[src/cst_pkg.sv]
`timescale 1ns / 1ps
// ----------------------------------------------------------------------------
// cst_pkg: shared types and helpers for the token scanner
// Token kinds, scanner modes, the result record, the character classes
// and the keyword match used by the scanner and its result queue.
// ----------------------------------------------------------------------------
`default_nettype none

package cst_pkg;

  localparam int CHAR_W       = 8;
  localparam int KIND_W       = 5;
  localparam int LEN_W        = 5;
  localparam int PREFIX_DEPTH = 5;
  localparam int PREFIX_IDX_W = 3;
  localparam int LENGTH_LIMIT = 31;
  localparam logic [LEN_W-1:0] LEN_CAP =
    LEN_W'((LENGTH_LIMIT < 31) ? LENGTH_LIMIT : 31);

  localparam int QUEUE_DEPTH = 4;
  localparam int QPTR_W      = 2;
  localparam int QCNT_W      = 3;

  typedef enum logic [KIND_W-1:0] {
    KIND_IDENT  = 5'd0,
    KIND_VOID   = 5'd1,
    KIND_INT    = 5'd2,
    KIND_FLOAT  = 5'd3,
    KIND_CHAR   = 5'd4,
    KIND_COMMA  = 5'd5,
    KIND_COLON  = 5'd6,
    KIND_LPAREN = 5'd7,
    KIND_RPAREN = 5'd8,
    KIND_ASSIGN = 5'd9,
    KIND_SEMI   = 5'd10,
    KIND_LBRACE = 5'd11,
    KIND_RBRACE = 5'd12,
    KIND_PLUS   = 5'd13,
    KIND_INCR   = 5'd14,
    KIND_STAR   = 5'd15,
    KIND_MINUS  = 5'd16,
    KIND_END    = 5'd17,
    KIND_NUL    = 5'd18,
    KIND_ERROR  = 5'd19
  } token_kind_t;

  typedef enum logic [1:0] {
    MODE_IDLE = 2'd0,
    MODE_WORD = 2'd1,
    MODE_PLUS = 2'd2
  } scan_mode_t;

  typedef struct packed {
    token_kind_t      kind;
    logic [LEN_W-1:0] length;
    logic             last;
  } token_t;

  // Results of one accepted character, handed to the result queue.
  typedef struct packed {
    logic [1:0] count;
    token_t     first;
    token_t     second;
  } push_req_t;

  typedef logic [PREFIX_DEPTH-1:0][CHAR_W-1:0] prefix_t;

  localparam logic [CHAR_W-1:0] CH_NUL    = 8'h00;
  localparam logic [CHAR_W-1:0] CH_TAB    = 8'h09;
  localparam logic [CHAR_W-1:0] CH_LF     = 8'h0A;
  localparam logic [CHAR_W-1:0] CH_CR     = 8'h0D;
  localparam logic [CHAR_W-1:0] CH_SPACE  = 8'h20;
  localparam logic [CHAR_W-1:0] CH_LPAREN = 8'h28;
  localparam logic [CHAR_W-1:0] CH_RPAREN = 8'h29;
  localparam logic [CHAR_W-1:0] CH_STAR   = 8'h2A;
  localparam logic [CHAR_W-1:0] CH_PLUS   = 8'h2B;
  localparam logic [CHAR_W-1:0] CH_COMMA  = 8'h2C;
  localparam logic [CHAR_W-1:0] CH_MINUS  = 8'h2D;
  localparam logic [CHAR_W-1:0] CH_COLON  = 8'h3A;
  localparam logic [CHAR_W-1:0] CH_SEMI   = 8'h3B;
  localparam logic [CHAR_W-1:0] CH_ASSIGN = 8'h3D;
  localparam logic [CHAR_W-1:0] CH_UNDER  = 8'h5F;
  localparam logic [CHAR_W-1:0] CH_LBRACE = 8'h7B;
  localparam logic [CHAR_W-1:0] CH_RBRACE = 8'h7D;

  function automatic logic is_start(input logic [CHAR_W-1:0] c);
    return (c inside {[8'h61:8'h7A], [8'h41:8'h5A]}) || (c == CH_UNDER);
  endfunction

  function automatic logic is_part(input logic [CHAR_W-1:0] c);
    return is_start(c) || (c inside {[8'h30:8'h39]});
  endfunction

  function automatic logic is_space(input logic [CHAR_W-1:0] c);
    return c inside {CH_SPACE, CH_TAB, CH_LF, CH_CR};
  endfunction

  // Single-character tokens; anything not listed is a lexical error.
  function automatic token_kind_t single_kind(input logic [CHAR_W-1:0] c);
    token_kind_t k;
    case (c)
      CH_COMMA:  k = KIND_COMMA;
      CH_COLON:  k = KIND_COLON;
      CH_LPAREN: k = KIND_LPAREN;
      CH_RPAREN: k = KIND_RPAREN;
      CH_ASSIGN: k = KIND_ASSIGN;
      CH_SEMI:   k = KIND_SEMI;
      CH_LBRACE: k = KIND_LBRACE;
      CH_RBRACE: k = KIND_RBRACE;
      CH_STAR:   k = KIND_STAR;
      CH_MINUS:  k = KIND_MINUS;
      default:   k = KIND_ERROR;
    endcase
    return k;
  endfunction

  // Keyword match on the stored prefix. Only entries below the length are
  // compared, so stale entries never matter.
  function automatic token_kind_t word_kind(input prefix_t p,
                                            input logic [LEN_W-1:0] len);
    token_kind_t k;
    k = KIND_IDENT;
    if (len == LEN_W'(4) && p[0] == "v" && p[1] == "o" && p[2] == "i" &&
        p[3] == "d") begin
      k = KIND_VOID;
    end else if (len == LEN_W'(3) && p[0] == "i" && p[1] == "n" &&
                 p[2] == "t") begin
      k = KIND_INT;
    end else if (len == LEN_W'(5) && p[0] == "f" && p[1] == "l" &&
                 p[2] == "o" && p[3] == "a" && p[4] == "t") begin
      k = KIND_FLOAT;
    end else if (len == LEN_W'(4) && p[0] == "c" && p[1] == "h" &&
                 p[2] == "a" && p[3] == "r") begin
      k = KIND_CHAR;
    end
    return k;
  endfunction

endpackage

`default_nettype wire

[src/cst_char_if.sv]
`timescale 1ns / 1ps
// ----------------------------------------------------------------------------
// cst_char_if: character channel
// Valid/ready channel that carries one source byte or an end-of-input mark.
// ----------------------------------------------------------------------------
`default_nettype none

interface cst_char_if;
  logic       valid;
  logic       ready;
  logic [7:0] char_code;
  logic       end_of_input;

  modport source (output valid, output char_code, output end_of_input,
                  input ready);
  modport sink (input valid, input char_code, input end_of_input,
                output ready);
endinterface

`default_nettype wire

[src/cst_token_if.sv]
`timescale 1ns / 1ps
// ----------------------------------------------------------------------------
// cst_token_if: token channel
// Valid/ready channel that carries one token kind and length.
// ----------------------------------------------------------------------------
`default_nettype none

interface cst_token_if;
  logic       valid;
  logic       ready;
  logic [4:0] token_kind;
  logic [4:0] token_length;
  logic       last_of_run;

  modport source (output valid, output token_kind, output token_length,
                  output last_of_run, input ready);
  modport sink (input valid, input token_kind, input token_length,
                input last_of_run, output ready);
endinterface

`default_nettype wire

[src/cst_result_queue.sv]
`timescale 1ns / 1ps
// ----------------------------------------------------------------------------
// cst_result_queue: four-entry token queue
// Takes up to two tokens per cycle and presents them one per cycle on the
// token channel when ready. Room is reported while at least two are free.
// ----------------------------------------------------------------------------
`default_nettype none

module cst_result_queue
  import cst_pkg::*;
(
  input  wire logic      clk,
  input  wire logic      rst,
  input  wire push_req_t push,
  output logic           room,
  cst_token_if.source    token_out
);

  token_t              entry [QUEUE_DEPTH];
  logic [QPTR_W-1:0]   wr_ptr;
  logic [QPTR_W-1:0]   rd_ptr;
  logic [QCNT_W-1:0]   count;
  logic                pop;

  assign pop  = token_out.valid && token_out.ready;
  assign room = (count <= QCNT_W'(QUEUE_DEPTH - 2));

  assign token_out.valid        = (count != '0);
  assign token_out.token_kind   = entry[rd_ptr].kind;
  assign token_out.token_length = entry[rd_ptr].length;
  assign token_out.last_of_run  = entry[rd_ptr].last;

  always_ff @(posedge clk) begin
    if (push.count != 2'd0) begin
      entry[wr_ptr] <= push.first;
    end
    if (push.count == 2'd2) begin
      entry[wr_ptr + QPTR_W'(1)] <= push.second;
    end
  end

  always_ff @(posedge clk) begin
    if (rst) begin
      wr_ptr <= '0;
      rd_ptr <= '0;
      count  <= '0;
    end else begin
      wr_ptr <= wr_ptr + QPTR_W'(push.count);
      rd_ptr <= rd_ptr + QPTR_W'(pop);
      count  <= count + QCNT_W'(push.count) - QCNT_W'(pop);
    end
  end

endmodule

`default_nettype wire

[src/c_subset_token_scanner_unit.sv]
`timescale 1ns / 1ps
// ----------------------------------------------------------------------------
// c_subset_token_scanner_unit: token scanner for a small C subset
// Turns a byte stream into identifier, keyword, punctuator and marker tokens.
// ----------------------------------------------------------------------------
// Usage:
// The char_in channel takes one request per cycle while there is room: a
// source byte, or an end-of-input mark (the byte is then ignored). The
// token_out channel gives the token kind and its length; last_of_run flags
// the final token that a request caused. A request causes zero, one or two
// tokens: an identifier or a pending '+' is sent when the next character
// ends it, followed by the token of that character itself. An end mark
// flushes the pending token and then gives an end token of length zero.
// Tokens of a request accepted at an edge are offered from the next cycle
// on. Characters are taken at one per cycle while the four-entry result
// queue has room; it accepts a request only while two entries are free,
// so a request that causes two tokens offers them one after the other.
// When the receiver stalls the queue fills and char_in.ready drops;
// nothing is lost or repeated. Reset empties the queue, returns the
// scanner to idle and clears the identifier length; the stored identifier
// prefix is not cleared, as only entries below the length are ever read.
// ----------------------------------------------------------------------------
`default_nettype none

module c_subset_token_scanner_unit
  import cst_pkg::*;
(
  input  wire logic   clk,
  input  wire logic   rst,
  cst_char_if.sink    char_in,
  cst_token_if.source token_out
);

  // Scanner state.
  scan_mode_t        mode;
  scan_mode_t        mode_next;
  logic [LEN_W-1:0]  word_length;
  logic [LEN_W-1:0]  word_length_next;
  prefix_t           word_prefix;

  // Prefix write request from the next-state logic.
  logic                    prefix_we;
  logic [PREFIX_IDX_W-1:0] prefix_idx;

  logic        accept;
  logic        room;
  logic [7:0]  c;
  logic        eoi;

  // The pending token is the one closed by this character; the tail token
  // is the one the character produces on its own.
  logic        pend_valid;
  token_t      pend_tok;
  logic        tail_valid;
  token_t      tail_tok;
  logic        from_idle;
  push_req_t   push;

  assign c              = char_in.char_code;
  assign eoi            = char_in.end_of_input;
  assign char_in.ready  = room;
  assign accept         = char_in.valid && room;

  // A word continues while part characters arrive; '+' waits for one more
  // character. Every other case falls through to the idle handling.
  always_comb begin
    from_idle = 1'b1;
    case (mode)
      MODE_WORD: begin
        from_idle = eoi || !is_part(c);
      end
      MODE_PLUS: begin
        from_idle = eoi || (c != CH_PLUS);
      end
      default: begin
        from_idle = 1'b1;
      end
    endcase
  end

  // Next-state logic.
  always_comb begin
    mode_next        = MODE_IDLE;
    word_length_next = '0;
    prefix_we        = 1'b0;
    prefix_idx       = '0;
    if (!from_idle) begin
      if (mode == MODE_WORD) begin
        mode_next        = MODE_WORD;
        prefix_we        = (word_length < LEN_W'(PREFIX_DEPTH));
        prefix_idx       = word_length[PREFIX_IDX_W-1:0];
        word_length_next = (word_length < LEN_CAP) ?
                           word_length + LEN_W'(1) : word_length;
      end
    end else if (!eoi) begin
      if (is_start(c)) begin
        mode_next        = MODE_WORD;
        prefix_we        = 1'b1;
        prefix_idx       = '0;
        word_length_next = LEN_W'(1);
      end else if (c == CH_PLUS) begin
        mode_next = MODE_PLUS;
      end
    end
  end

  // Token outputs.
  always_comb begin
    pend_valid = 1'b0;
    pend_tok   = '{kind: KIND_IDENT, length: '0, last: 1'b0};
    tail_valid = 1'b0;
    tail_tok   = '{kind: KIND_ERROR, length: LEN_W'(1), last: 1'b1};
    case (mode)
      MODE_WORD: begin
        pend_valid      = from_idle;
        pend_tok.kind   = word_kind(word_prefix, word_length);
        pend_tok.length = word_length;
      end
      MODE_PLUS: begin
        pend_valid      = 1'b1;
        pend_tok.kind   = from_idle ? KIND_PLUS : KIND_INCR;
        pend_tok.length = from_idle ? LEN_W'(1) : LEN_W'(2);
      end
      default: begin
        pend_valid = 1'b0;
      end
    endcase

    if (from_idle) begin
      if (eoi) begin
        tail_valid      = 1'b1;
        tail_tok.kind   = KIND_END;
        tail_tok.length = '0;
      end else if (c == CH_NUL) begin
        tail_valid    = 1'b1;
        tail_tok.kind = KIND_NUL;
      end else if (!is_start(c) && c != CH_PLUS && !is_space(c)) begin
        tail_valid    = 1'b1;
        tail_tok.kind = single_kind(c);
      end
    end

    pend_tok.last = !tail_valid;

    push.count  = 2'd0;
    push.first  = pend_valid ? pend_tok : tail_tok;
    push.second = tail_tok;
    if (accept) begin
      push.count = 2'(pend_valid) + 2'(tail_valid);
    end
  end

  always_ff @(posedge clk) begin
    if (rst) begin
      mode        <= MODE_IDLE;
      word_length <= '0;
    end else if (accept) begin
      mode        <= mode_next;
      word_length <= word_length_next;
    end
  end

  always_ff @(posedge clk) begin
    if (accept && prefix_we) begin
      word_prefix[prefix_idx] <= c;
    end
  end

  cst_result_queue u_queue (
    .clk       (clk),
    .rst       (rst),
    .push      (push),
    .room      (room),
    .token_out (token_out)
  );

endmodule

`default_nettype wire
[src/flat_wrapper.sv]
// flat-port wrapper written by rule: the top's interface ports become plain ports
module c_subset_token_scanner_unit_flat import cst_pkg::*;
  (clk, rst, char_in_valid, char_in_char_code, char_in_end_of_input, char_in_ready, token_out_valid, token_out_token_kind, token_out_token_length, token_out_last_of_run, token_out_ready);
  cst_char_if char_in_i ();
  cst_token_if token_out_i ();
  input  wire logic clk;
  input  wire logic rst;
  input wire logic [$bits(char_in_i.valid)-1:0] char_in_valid;
  input wire logic [$bits(char_in_i.char_code)-1:0] char_in_char_code;
  input wire logic [$bits(char_in_i.end_of_input)-1:0] char_in_end_of_input;
  output wire logic [$bits(char_in_i.ready)-1:0] char_in_ready;
  output wire logic [$bits(token_out_i.valid)-1:0] token_out_valid;
  output wire logic [$bits(token_out_i.token_kind)-1:0] token_out_token_kind;
  output wire logic [$bits(token_out_i.token_length)-1:0] token_out_token_length;
  output wire logic [$bits(token_out_i.last_of_run)-1:0] token_out_last_of_run;
  input wire logic [$bits(token_out_i.ready)-1:0] token_out_ready;
  assign char_in_i.valid = char_in_valid;
  assign char_in_i.char_code = char_in_char_code;
  assign char_in_i.end_of_input = char_in_end_of_input;
  assign char_in_ready = char_in_i.ready;
  assign token_out_valid = token_out_i.valid;
  assign token_out_token_kind = token_out_i.token_kind;
  assign token_out_token_length = token_out_i.token_length;
  assign token_out_last_of_run = token_out_i.last_of_run;
  assign token_out_i.ready = token_out_ready;
  c_subset_token_scanner_unit u_core (.clk(clk), .rst(rst), .char_in(char_in_i), .token_out(token_out_i));
endmodule
[config.mk]
export PLATFORM = sky130hd
export DESIGN_NAME = c_subset_token_scanner_unit_flat
export DESIGN_NICKNAME = d
export VERILOG_FILES = /design/src/cst_pkg.sv /design/src/cst_char_if.sv /design/src/cst_token_if.sv /design/src/cst_result_queue.sv /design/src/c_subset_token_scanner_unit.sv /design/src/flat_wrapper.sv
export SDC_FILE = /design/constraint.sdc
export NUM_CORES = 1
export LEC_CHECK = 0
export ABC_AREA = 0
export BUFFER_PORTS_ARGS = -buffer_cell sky130_fd_sc_hd__buf_2
export CORE_MARGIN = 3
export CORE_UTILIZATION = 60
export CTS_CLUSTER_DIAMETER = 150
export DETAILED_ROUTE_END_ITERATION = 8
export GPL_TIMING_DRIVEN = 0
export PLACE_DENSITY_LB_ADDON = 0.12
export SYNTH_ARGS = -nofsm -noshare
export SYNTH_HDL_FRONTEND = slang
export SYNTH_SLANG_ARGS = --single-unit
[constraint.sdc]
create_clock -name clk -period 9.3 [get_ports clk]
set_input_delay 0.465 -clock clk [delete_from_list [all_inputs] [get_ports clk]]
set_output_delay 0.465 -clock clk [all_outputs]
set_load 0.02 [all_outputs]
---- Word level (Yosys, flattened, before mapping) ----
Memory sizes are Yosys's and may differ from the RTL's. A register that Yosys moved wholly into a read port is not among the register bits.
Index checks and enable logic that the tools add are counted.
cells by class
  multiplexer cells ....................... 45
  $lt $le $gt $ge ......................... 11
  equality and inequality tests ........... 40
  $add $sub $neg .......................... 7
  reduce and logical (&&, ||, !) cells .... 39
operator list
  operator             count
  $eq 8x7->1 const B   19
  $eq 8x6->1 const B   10
  $mux 5               10
  $pmux 5 s10          1
  $bwmux 40            1
  $logic_and 1x1->1    25
  $demux 8 s3          1
  $eq 8x4->1 const B   3
  $pmux 10 s2          1
  $ge 8x7->1 const B   2
  $le 8x7->1 const B   2
  $mux 2               8
  $mux 1               15
  $mux 11              1
  $eq 5x3->1 const B   2
  $mux 10              1
  $mux 3               3
  $ge 8x6->1 const B   1
  $le 8x6->1 const B   1
  $logic_not 8->1      1
  $mux 8               1
  $ne 8x6->1 const B   1
  $add 5x1->5 const B  1
  $eq 5x2->1 const B   1
  other kinds (21)     30
storage, ports and cells
  bits of input ports ..................... 13
  register bits ........................... 54
  memories ................................ 1
  bits in writable memories ............... 44
  word-level logic and storage cells ...... 153
memory list
  memory                depth  width  rd ports  clocked after Yosys merged registers in  write ports  RTL line                RTL
  u_core.u_queue.entry  4      11     1         1                                        2            cst_result_queue.sv:19  token_t entry [QUEUE_DEPTH];

---- Logic depth before layout (Yosys ltp) ----
  depth after elaboration ................. 16
  depth in mapped cells ................... 18
  depth with buffers taken out ............ 16

---- By module ----
Synthesis repeated with hierarchy kept, for this count alone.
second synthesis, totals
  cell total of the unflattened synthesis .. 402
  area, all modules ....................... 5383.9 um^2
modules (own cells, without submodules)
  module                       instances  sequential area each (um^2)  cells an instance  area an instance (um^2)
  cst_result_queue             1          1461.4                       155                2775.2
  c_subset_token_scanner_unit  1          1341.3                       247                2608.8

---- Worst setup path before layout ----
No wires, ideal clock.
  kind .................................... in2reg
  start ................................... in char_in_char_code[4]
  end ..................................... reg u_core.u_queue.count[2]
  setup time .............................. 0.129 ns
  arrival time ............................ 3.669 ns
  buffers on the path ..................... 3
  setup slack ............................. 5.502 ns
  cell stages on the path ................. 17
  data required time ...................... 9.171 ns
  path through ............................ buf_6 -> or3_4 -> or4_4 -> buf_6 -> a21oi_4 -> nor2b_1 -> o21ai_0 -> ha_1 -> buf_2 -> nand2_1 -> ha_1 -> inv_1 -> ha_1 -> fa_1 -> xor2_1 -> xnor2_1 -> nor2_1
between the ends
  longest elaborated chain between the ends .. 15
  elaborated cells on any way between the ends .. 37
  those cells by class .................... 3 x add/sub; 6 x order compare; 6 x eq/ne; 7 x mux; 15 x reduce/logical
RTL lines
  what                                      RTL line                            RTL
  start, declared                           flat_wrapper.sv:9                   input wire logic [$bits(char_in_i.char_code)-1:0] char_in_char_code;
  $ge 8x7->1 or $le 8x7->1 (tied branches)  cst_pkg.sv:87                       return (c inside {[8'h61:8'h7A], [8'h41:8'h5A]}) || (c == CH_UNDER);
  $logic_and 1x1->1                         cst_pkg.sv:87
  $reduce_bool 2->1                         cst_pkg.sv:87
  $logic_or 1x1->1                          cst_pkg.sv:87
  $logic_not 1->1                           c_subset_token_scanner_unit.sv:137  end else if (!is_start(c) && c != CH_PLUS && !is_space(c)) begin
  $logic_and 1x1->1 (2 in a row)            c_subset_token_scanner_unit.sv:137
  $mux 1                                    c_subset_token_scanner_unit.sv:137
  $mux 1                                    c_subset_token_scanner_unit.sv:134  end else if (c == CH_NUL) begin
  $mux 1                                    c_subset_token_scanner_unit.sv:130  if (eoi) begin
  $mux 1                                    c_subset_token_scanner_unit.sv:129  if (from_idle) begin
  $add 1x1->2 (*)                           c_subset_token_scanner_unit.sv:149  push.count = 2'(pend_valid) + 2'(tail_valid);
  $mux 2 (*)                                c_subset_token_scanner_unit.sv:148  if (accept) begin
  $add 3x2->3 (*)                           cst_result_queue.sv:50              count <= count + QCNT_W'(push.count) - QCNT_W'(pop);
  $sub 3x1->3 (*)                           cst_result_queue.sv:50
  end signal, assigned                      cst_result_queue.sv:50
  end, declared                             cst_result_queue.sv:22              logic [QCNT_W-1:0] count;
Every way passes the cells marked *; elsewhere a longest branch is shown, timed or not.
A chain may end at the register's enable or synchronous reset.

==> impl_metrics.json <==
{
  "outcome": "finished, final reports clean",
  "yosys_warnings": 0,
  "slew_violations": 0,
  "area_delta_synth_final_pct": 9.99,
  "cts_buffer_depth": 2,
  "postPlaceCellArea_mm2": 0.00521,
  "grt_pass1_wl_um": 18900,
  "synth_edf_count": 64,
  "nets": 518,
  "grt-ovfl-total": 0,
  "hp-class": "input port to flop",
  "max_freq_mhz": 219,
  "dp_slack_ns": 4.50,
  "relSlewSlack": 0.433,
  "yosysUniqueCellTypes": 60,
  "firstDrtPassIters": 5,
  "start_util": 0.629,
  "tns_ns": 0,
  "grt_pass1_vias": 3735,
  "slowest_delay_ns": 0.75,
  "drc": 0,
  "cts_buffers": 9,
  "finalHoldViolations": 0,
  "fin_area_mm2": 0.00543,
  "syn_area_mm2": 0.00494,
  "fin_ws_ns": 4.73,
  "cts_hold_buf": 0,
  "post_cts_buffers": 0,
  "syn_area_per_cell_um2": 10.8,
  "path_buf_inv": 6,
  "synthesis.nets": 481,
  "min_period_ns": 4.57,
  "ctsResizeCount": 0,
  "clk_latency_ns": 0.37,
  "drtIter0Drc": 311,
  "die_area_mm2": 0.00935,
  "cts.sinks": 98,
  "rsz0062_at_grt": "no",
  "finalClockSkew_ns": 0.0143,
  "leakage_nw": 1.79,
  "path_cells": "buf_2 -> clkbuf_1 -> nor4bb_1 -> nand2_1 -> a31oi_1 -> clkinv_1 -> ha_1 -> buf_2 -> o21ai_0 -> or3_1 -> clkbuf_1 -> clkbuf_1 -> o22ai_1",
  "path_class": "input port to flop",
  "coreArea_mm2": 0.00785,
  "crit_required_ns": 9.39,
  "grtUsageMet3": 0.0382,
  "ys_ff_latch": 98,
  "dp_hpwl_um": 8800,
  "h-tree-depth": 3,
  "ys_dominant_reg_cell": "edfxtp_1",
  "min_period_over_period": 0.491,
  "boundaryPins": 26,
  "globalplace.congestion": 0.892,
  "regToRegSetupSlack_ns": 4.99,
  "busiest_layer": "met2",
  "vdd_drop_max_uv": 117,
  "wl_per_cell_um": 19.4,
  "seq_area_frac_synth": 0.527,
  "vias_per_cell": 6.39,
  "worstPathArrival_ns": 4.66,
  "n_antenna_cell": 0,
  "antenna_found_initial": 0,
  "grt_util_all_layers": 0.253,
  "drt-total-wl_um": 11600,
  "root_buffer": "clkbuf_8",
  "mostFrequentLayoutCell": "edfxtp_1",
  "whs_ns": 0.315,
  "cp_slowest_cell": "nor4bb_1",
  "p_per_area_mw_per_mm2": 197,
  "vias": 3835,
  "path_max_fanout": 10,
  "portBuffers": 24,
  "finalSetupViolations": 0,
  "critPathLaunchType": "input port",
  "grt_max_degree": 20,
  "gr-usage-met2": 0.408,
  "dieWidth_um": 96.7,
  "cpMostUsedCell": "clkbuf_1",
  "grt.met1_usage": 0.353,
  "drv_cap": 0,
  "synthCells": 456,
  "crit_path_end_kind": "flop",
  "path_delay_family": "buffers and inverters",
  "final_cell_mix": "64 x edfxtp_1, 36 x nand2_1, 36 x o21ai_0",
  "drive_gt1_frac": 0.143,
  "cts.reportedPaths.clkPinSlew_ns": 0.10,
  "synthArstFlopShare": 0,
  "worst_pin_slew_ns": 0.850,
  "rows": 32,
  "dieHeight_um": 96.7,
  "finalPower_mw": 1.07,
  "cts_tree": "built",
  "ant_nets": 0
}
cell families (layout without fill, tap and decap cells):
group,after synthesis,count (layout),synth area share
AND/OR/NAND/NOR,178,178,0.202
AO/OA/AOI/OAI,104,104,0.137
flip-flops,98,98,0.527
buffers and inverters,46,88,0.0398
adder cells (fa/ha/maj),12,12,0.0319
multiplexers,11,11,0.0502
XOR/XNOR,7,7,0.0124
cell type report:
class	instances	area [µm²]
clock inverters	7	93.8
flip-flops and latches	98	2600
plain buffers	28	129
clock buffers	9	124
inverters	18	67.6
repair buffers	26	135
multi-input cells	312	2150
well taps	102	128
fillers	628	2420
cells in the mapped netlist, types with 7 or more instances:
| cell | instances | area share |
|---|---|---|
| a21oi_1 | 13 | 0.013 |
| clkbuf_1 | 22 | 0.017 |
| dfxtp_1 | 34 | 0.14 |
| edfxtp_1 | 64 | 0.39 |
| ha_1 | 11 | 0.028 |
| inv_1 | 17 | 0.013 |
| mux4_2 | 11 | 0.050 |
| nand2_1 | 36 | 0.027 |
| nand3_1 | 25 | 0.025 |
| nor2_1 | 31 | 0.024 |
| nor2b_1 | 11 | 0.014 |
| nor3_1 | 13 | 0.013 |
| nor4_1 | 7 | 0.0089 |
| o21ai_0 | 36 | 0.037 |
| o22ai_1 | 13 | 0.016 |
worst register-to-register path, cell delays in order (launching register included):
cell	delay [ns]
dfxtp_1	0.35
inv_1	0.06
ha_1	0.19
clkbuf_1	0.26
nor2b_1	0.24
a21oi_1	0.12
inv_1	0.05
a31oi_1	0.35
clkinv_1	0.36
ha_1	0.38
buf_2	0.17
o21ai_0	0.45
or3_1	0.18
clkbuf_1	0.30
clkbuf_1	0.38
o22ai_1	0.19
through the flow:
stage                      util  cells
final                     0.692    600
after global routing      0.692    600
after CTS                 0.692    600
after detailed placement  0.664    584
after global placement    0.661    582
after floorplan               -    456
sequential cells by signal, summed over array words and instances, names as in the netlist:
| signal | flops |
|---|---|
| u_core.mode | 2 |
| u_core.u_queue.count | 3 |
| u_core.u_queue.entry | 44 |
| u_core.u_queue.rd_ptr | 2 |
| u_core.u_queue.wr_ptr | 2 |
| u_core.word_length | 5 |
| u_core.word_prefix | 40 |
worst paths after layout:
check / from / to / cells after the start
min reg2reg: u_core.u_queue.entry[3][3] / u_core.u_queue.entry[3][3] / 2
max reg2reg: u_core.mode[0] / u_core.u_queue.entry[0][6] / 15
min: rst / u_core.u_queue.count[0] / 2
max: char_in_char_code[5] / u_core.u_queue.entry[0][6] / 13
routing by layer:
metal  wire (µm)  up-vias
met1        5160     1851
li1            -     1807
met5           0        -
met3         766       20
met4         157        0
met2        5540      157
power by group:
| group | total, mW | switching (mW) | internal [mW] |
|---|---|---|---|
| sequential | 0.517 | 0.0195 | 0.497 |
| combinational | 0.261 | 0.158 | 0.104 |
| clock | 0.293 | 0.161 | 0.132 |
| total | 1.07 | 0.338 | 0.732 |
Power figures use the tool's default switching activity.
